## src/rtl/mesh_vertex_normals_defines.svh

```systemverilog
// Assertion macros shared by the mesh vertex normal RTL.
`ifndef MESH_VERTEX_NORMALS_DEFINES_SVH
`define MESH_VERTEX_NORMALS_DEFINES_SVH

// Checked on every clock edge outside reset.
`define MVN_ASSERT(lbl, prop, msg) \
  lbl: assert property (@(posedge clk) disable iff (rst) prop) else $error(msg);

// Checked on every clock edge, reset included.
`define MVN_ASSERT_ALWAYS(lbl, prop, msg) \
  lbl: assert property (@(posedge clk) prop) else $error(msg);

`endif

```

## src/rtl/mvn_pkg.sv

```systemverilog
// Shared types and constants for the mesh vertex normal block.
package mvn_pkg;

  localparam int MAX_VERTICES_DEF = 64;
  localparam int ONE_Q14 = 16384;

  typedef enum logic [1:0] {
    OP_LOAD = 2'd0,
    OP_TRI  = 2'd1,
    OP_FIN  = 2'd2,
    OP_NONE = 2'd3
  } op_t;

  typedef enum logic [3:0] {
    S_IDLE,
    S_RD,
    S_VWAIT,
    S_EDGE,
    S_MUL,
    S_MULW,
    S_TGO,
    S_TWAIT,
    S_ARD,
    S_AWR,
    S_FRD,
    S_FGO,
    S_FWAIT,
    S_FOUT
  } ctrl_state_t;

  typedef enum logic [2:0] {
    U_IDLE,
    U_SHIFT,
    U_SQ,
    U_SQRT,
    U_DSET,
    U_DIV,
    U_CLAMP,
    U_DONE
  } norm_state_t;

  typedef struct packed {
    logic take;
    logic vtx_wr;
    logic vrd;
    logic edge_en;
    logic seq_clr;
    logic seq_inc;
    logic mul_en;
    logic norm_go;
    logic norm_src_acc;
    logic acc_rd;
    logic acc_rd_idx;
    logic acc_wr;
    logic acc_clear;
    logic idx_clr;
    logic idx_inc;
    logic out_load;
  } cmd_t;

  typedef struct packed {
    op_t        op;
    logic       slot_ok;
    logic       tri_ok;
    logic       cnt_zero;
    logic [2:0] seq;
    logic       norm_done;
    logic       norm_busy;
    logic       out_free;
    logic       idx_last;
  } stat_t;

endpackage

```

## src/rtl/mvn_ctrl.sv

```systemverilog
// Controller state machine sequencing loads, triangles and finish runs.
`include "mesh_vertex_normals_defines.svh"
module mvn_ctrl
  import mvn_pkg::*;
(
  input  logic  clk,
  input  logic  rst,
  input  logic  in_valid,
  output logic  in_stall,
  input  stat_t st,
  output cmd_t  cmd
);

  ctrl_state_t state, state_next;

  always_ff @(posedge clk) begin
    if (rst) begin
      state <= S_IDLE;
    end else begin
      state <= state_next;
    end
  end

  always_comb begin
    state_next = state;
    cmd        = '0;
    in_stall   = (state != S_IDLE);
    unique case (state)
      S_IDLE: begin
        if (in_valid) begin
          cmd.take = 1'b1;
          unique case (st.op)
            OP_LOAD: cmd.vtx_wr = st.slot_ok;
            OP_TRI: begin
              if (st.tri_ok) begin
                cmd.seq_clr = 1'b1;
                state_next  = S_RD;
              end
            end
            OP_FIN: begin
              if (st.cnt_zero) begin
                cmd.acc_clear = 1'b1;
              end else begin
                cmd.idx_clr = 1'b1;
                state_next  = S_FRD;
              end
            end
            default: ;
          endcase
        end
      end
      S_RD: begin
        cmd.vrd = 1'b1;
        if (st.seq == 3'd2) begin
          cmd.seq_clr = 1'b1;
          state_next  = S_VWAIT;
        end else begin
          cmd.seq_inc = 1'b1;
        end
      end
      S_VWAIT: state_next = S_EDGE;
      S_EDGE: begin
        cmd.edge_en = 1'b1;
        state_next  = S_MUL;
      end
      S_MUL: begin
        cmd.mul_en = 1'b1;
        if (st.seq == 3'd5) begin
          cmd.seq_clr = 1'b1;
          state_next  = S_MULW;
        end else begin
          cmd.seq_inc = 1'b1;
        end
      end
      S_MULW: state_next = S_TGO;
      S_TGO: begin
        cmd.norm_go = 1'b1;
        state_next  = S_TWAIT;
      end
      S_TWAIT: if (st.norm_done) state_next = S_ARD;
      S_ARD: begin
        cmd.acc_rd = 1'b1;
        state_next = S_AWR;
      end
      S_AWR: begin
        cmd.acc_wr = 1'b1;
        if (st.seq == 3'd2) begin
          state_next = S_IDLE;
        end else begin
          cmd.seq_inc = 1'b1;
          state_next  = S_ARD;
        end
      end
      S_FRD: begin
        cmd.acc_rd     = 1'b1;
        cmd.acc_rd_idx = 1'b1;
        state_next     = S_FGO;
      end
      S_FGO: begin
        cmd.norm_go      = 1'b1;
        cmd.norm_src_acc = 1'b1;
        state_next       = S_FWAIT;
      end
      S_FWAIT: if (st.norm_done) state_next = S_FOUT;
      S_FOUT: begin
        if (st.out_free) begin
          cmd.out_load = 1'b1;
          if (st.idx_last) begin
            cmd.acc_clear = 1'b1;
            state_next    = S_IDLE;
          end else begin
            cmd.idx_inc = 1'b1;
            state_next  = S_FRD;
          end
        end
      end
      default: state_next = S_IDLE;
    endcase
  end

  `MVN_ASSERT(a_out_free, cmd.out_load |-> st.out_free, "output loaded over a pending request")
  `MVN_ASSERT(a_go_idle, cmd.norm_go |-> !st.norm_busy, "normalizer started while busy")
  `MVN_ASSERT_ALWAYS(a_rst_idle, rst |=> (state == S_IDLE), "controller not idle after reset")

endmodule

```

## config.mk

```make
export PLATFORM = sky130hd
export DESIGN_NAME = mvn_ctrl
export DESIGN_NICKNAME = d
export VERILOG_FILES = /design/src/rtl/mvn_pkg.sv /design/src/rtl/mvn_ctrl.sv
export VERILOG_INCLUDE_DIRS = /design/src /design/src/rtl
export SDC_FILE = /design/constraint.sdc
export NUM_CORES = 1
export LEC_CHECK = 0
export ABC_AREA = 1
export BUFFER_PORTS_ARGS = -buffer_cell sky130_fd_sc_hd__buf_4
export CELL_PAD_IN_SITES_DETAIL_PLACEMENT = 1
export CELL_PAD_IN_SITES_GLOBAL_PLACEMENT = 1
export CORE_AREA = 2 2 51 53
export CTS_CLUSTER_DIAMETER = 50
export DETAILED_ROUTE_END_ITERATION = 6
export DIE_AREA = 0 0 53 55
export PLACE_DENSITY = 0.75
export SLEW_MARGIN = 15
export SYNTH_ARGS = -nofsm -noshare
export SYNTH_HDL_FRONTEND = slang
export SYNTH_SLANG_ARGS = --single-unit
```

## constraint.sdc

```tcl
create_clock -name clk -period 1.6 [get_ports clk]
set_clock_uncertainty 0.1 [all_clocks]
set_input_delay 0.24 -clock clk [delete_from_list [all_inputs] [get_ports clk]]
set_output_delay 0.24 -clock clk [all_outputs]
set_load 0.01 [all_outputs]
```

==> metrics.json <==
{
  "grt_max_degree": {"value": 8},
  "groute.usage.overall": {"value": 0.157},
  "critPathTopFamily": {"value": "flip-flops"},
  "core_area": {"value": 2360, "unit": "µm²"},
  "wl": {"value": 2270, "unit": "µm"},
  "flip_flop_count_of_the_largest_register_after_layout": {"value": 4},
  "hold_violations": {"value": 0},
  "cts-hold-fix-buffers": {"value": 0},
  "cts_tree": {"value": "done"},
  "dpl_cell_area": {"value": 888, "unit": "µm²"},
  "yosys_warnings": {"value": 0},
  "dp_worst_slack": {"value": 52.1, "unit": "ps"},
  "drive_above_1_share": {"value": 0.570},
  "cts-htree-levels": {"value": 1},
  "synth.largest_area_cell": {"value": "sky130_fd_sc_hd__dfxtp_1"},
  "postLayoutCellArea": {"value": 1100, "unit": "µm²"},
  "worst-r2r-cell-count": {"value": 10},
  "timing.max_slew.rel_slack": {"value": 0.878},
  "synth_async_sr_flop_share": {"value": 0},
  "finalWorstSetupSlack": {"value": -15.3, "unit": "ps"},
  "final-max-slew-violation-count": {"value": 0},
  "area_share_of_the_leading_cell_type_in_the_synthesized_netlist": {"value": 0.133},
  "min-delay-path-class": {"value": "in -> reg"},
  "die-width": {"value": 53, "unit": "µm"},
  "max_stage_delay_cell_worst_path": {"value": "sky130_fd_sc_hd__dfxtp_4"},
  "finalNetCount": {"value": 168},
  "top_register": {"value": "state"},
  "synth.lib_cells_used.distinct": {"value": 17},
  "post_drt_via_cell_ratio": {"value": 4.67},
  "worst_path_buffer_plus_inverter_count": {"value": 2},
  "area_of_the_mapped_netlist": {"value": 603, "unit": "µm²"},
  "max_cap_viol_count": {"value": 0},
  "die_ar": {"value": 2920, "unit": "µm²"},
  "rsz_0062_raised_after_global_routing": {"value": "yes"},
  "route.detailed.wl_per_inst": {"value": 12.6, "unit": "µm"},
  "grt_pass1_wl": {"value": 3440, "unit": "µm"},
  "core.rowCount": {"value": 18},
  "critical_path.max_fanout": {"value": 4},
  "dp_hpwl": {"value": 1710, "unit": "µm"},
  "critPathArrivalTime": {"value": 1280, "unit": "ps"},
  "synthFlopType": {"value": "sky130_fd_sc_hd__dfxtp_1"},
  "worst_ep_required_time": {"value": 1260, "unit": "ps"},
  "worstHoldPathCells": {"value": 4},
  "grt-ovfl-total": {"value": 0},
  "portBuffers": {"value": 30},
  "mappedNetlistNets": {"value": 123},
  "clk_transition_reported_paths": {"value": 40, "unit": "ps"},
  "run_status": {"value": "complete, but fails checks"},
  "numCtsBuffers": {"value": 3},
  "antenna_viol_nets_final": {"value": 0},
  "clock-sinks": {"value": 4},
  "antenna-diode-count": {"value": 0},
  "drt-initial-drc-count": {"value": 9},
  "fin_crit_sh": {"value": 1.01},
  "post-route-drc-count": {"value": 0},
  "max_clock_freq": {"value": 0.619, "unit": "GHz"},
  "end_kind": {"value": "primary output"},
  "worst_ir_drop_vdd": {"value": 0.696, "unit": "mV"},
  "path_cells": {"value": "inv_6 -> nand2_8 -> nor3_4 -> nand2_1 -> o21ai_1 -> buf_4"},
  "yosys-top-cells-area": {"value": "sky130_fd_sc_hd__dfxtp_1 (13%), sky130_fd_sc_hd__nand2_1 (12%), sky130_fd_sc_hd__nor2_1 (12%)"},
  "largestRegisters": {"value": "state x4"},
  "cts_max_path_buffers": {"value": 2},
  "slew_at_the_pin_with_the_worst_max_slew_slack": {"value": 183, "unit": "ps"},
  "leakagePower": {"value": 0.589, "unit": "nW"},
  "synth_cells": {"value": 108},
  "path_class": {"value": "reg -> out"},
  "gp_congestion": {"value": 0.822},
  "insertion_delay": {"value": 240, "unit": "ps"},
  "cts.root.buffer_cell": {"value": "sky130_fd_sc_hd__clkbuf_4"},
  "power_per_cell_area": {"value": 1520, "unit": "nW/µm²"},
  "synth-seq-area-share": {"value": 0.133},
  "flow.area_growth_from_synthesis": {"value": 81.9, "unit": "%"},
  "cp.depth": {"value": 6},
  "finalCriticalPeriod": {"value": 1620, "unit": "ps"},
  "boundaryPins": {"value": 32},
  "critical_path.max_stage_delay": {"value": 370, "unit": "ps"},
  "initial_core_util": {"value": 0.255},
  "synthesis.area_per_instance": {"value": 5.58, "unit": "µm²"},
  "floorplan.die.height": {"value": 55, "unit": "µm"},
  "failed_checks": {"value": "negative setup slack"},
  "number_of_antenna_violations_at_the_first_check_in_global_routing": {"value": 0},
  "timing.final.setup_violations": {"value": 2},
  "drt-pass1-iter-count": {"value": 4},
  "yosys-top-cells-count": {"value": "sky130_fd_sc_hd__nand2_1 (20), sky130_fd_sc_hd__nor2_1 (20), sky130_fd_sc_hd__inv_1 (15)"},
  "synth_seq_cells": {"value": 4},
  "start_kind": {"value": "flop"},
  "num_vias": {"value": 846},
  "synth_enable_flop_cells": {"value": 0},
  "grt_pass1_vias": {"value": 796}
}
-- metrics by stage --
| stage | cells | utilization | power (mW) | hold slack (ps) | TNS [ps] |
|---|---|---|---|---|---|
| after floorplan | 108 | - | 0.857 | 319 | 0 |
| after global placement | 171 | 0.376 | 1.18 | 427 | 0 |
| after detailed placement | 171 | 0.376 | 1.20 | 425 | 0 |
| after CTS | 177 | 0.424 | 1.50 | 164 | -67.6 |
| after global routing | 181 | 0.464 | 1.82 | 214 | -196 |
| final | 181 | 0.464 | 1.66 | 176 | -22.4 |
-- layout make-up --
class                           count  area [µm²]
Clock buffer                        3        22.5
Fill cell                         316        1270
Inverter                           18        80.1
Multi-Input combinational cell     86         562
Sequential cell                     4        95.1
Tap cell                           30        37.5
Timing Repair Buffer               40         300
-- worst min-delay path, delay by kind of cell --
family,cells,cell delay (ps)
buffers and inverters,2,130
AND/OR/NAND/NOR,2,100
-- logic make-up after synthesis --
| logic type | after synthesis | share of synthesized area |
|---|---|---|
| simple gates | 77 | 0.670 |
| buf+inv | 18 | 0.112 |
| compound gates | 9 | 0.0851 |
| flops | 4 | 0.133 |
-- routing by layer --
layer	wire [µm]	GRT usage
met5	0	0
met4	0	0
met3	63	0.0242
met2	1210	0.306
met1	997	0.193
-- cell usage in the layout, fill, tap and decap left out, drive strengths merged --
cell type,count
nand2,30
inv,18
buf,40
o211ai,1
nor2,28
o21ai,7
clkbuf,3
o221ai,1
nor3,2
and2,1
nand3,16
dfxtp,4
-- timing repair --
| action | 4_1_cts | 5_1_grt |
|---|---|---|
| pin swaps | 2 | 4 |
| buffers inserted | 3 | 4 |
| setup endpoints to repair | 10 | 9 |
| gates resized for setup | 22 | 19 |
-- report_power, final --
group	internal, mW	switching, mW	total (mW)
sequential	0.161	0.118	0.279
combinational	0.546	0.712	1.26
clock	0.0840	0.0421	0.126
-- final timing paths --
check                        start                     to  slack, ps
min reg2reg  state[1]$_SDFFE_PP0P_  state[1]$_SDFFE_PP0P_        450
max reg2reg  state[0]$_SDFFE_PP0P_  state[2]$_SDFFE_PP0P_        110
max          state[1]$_SDFFE_PP0P_                 cmd[3]        -20
min                            rst  state[1]$_SDFFE_PP0P_        180
(Power assumes the default switching activity.)
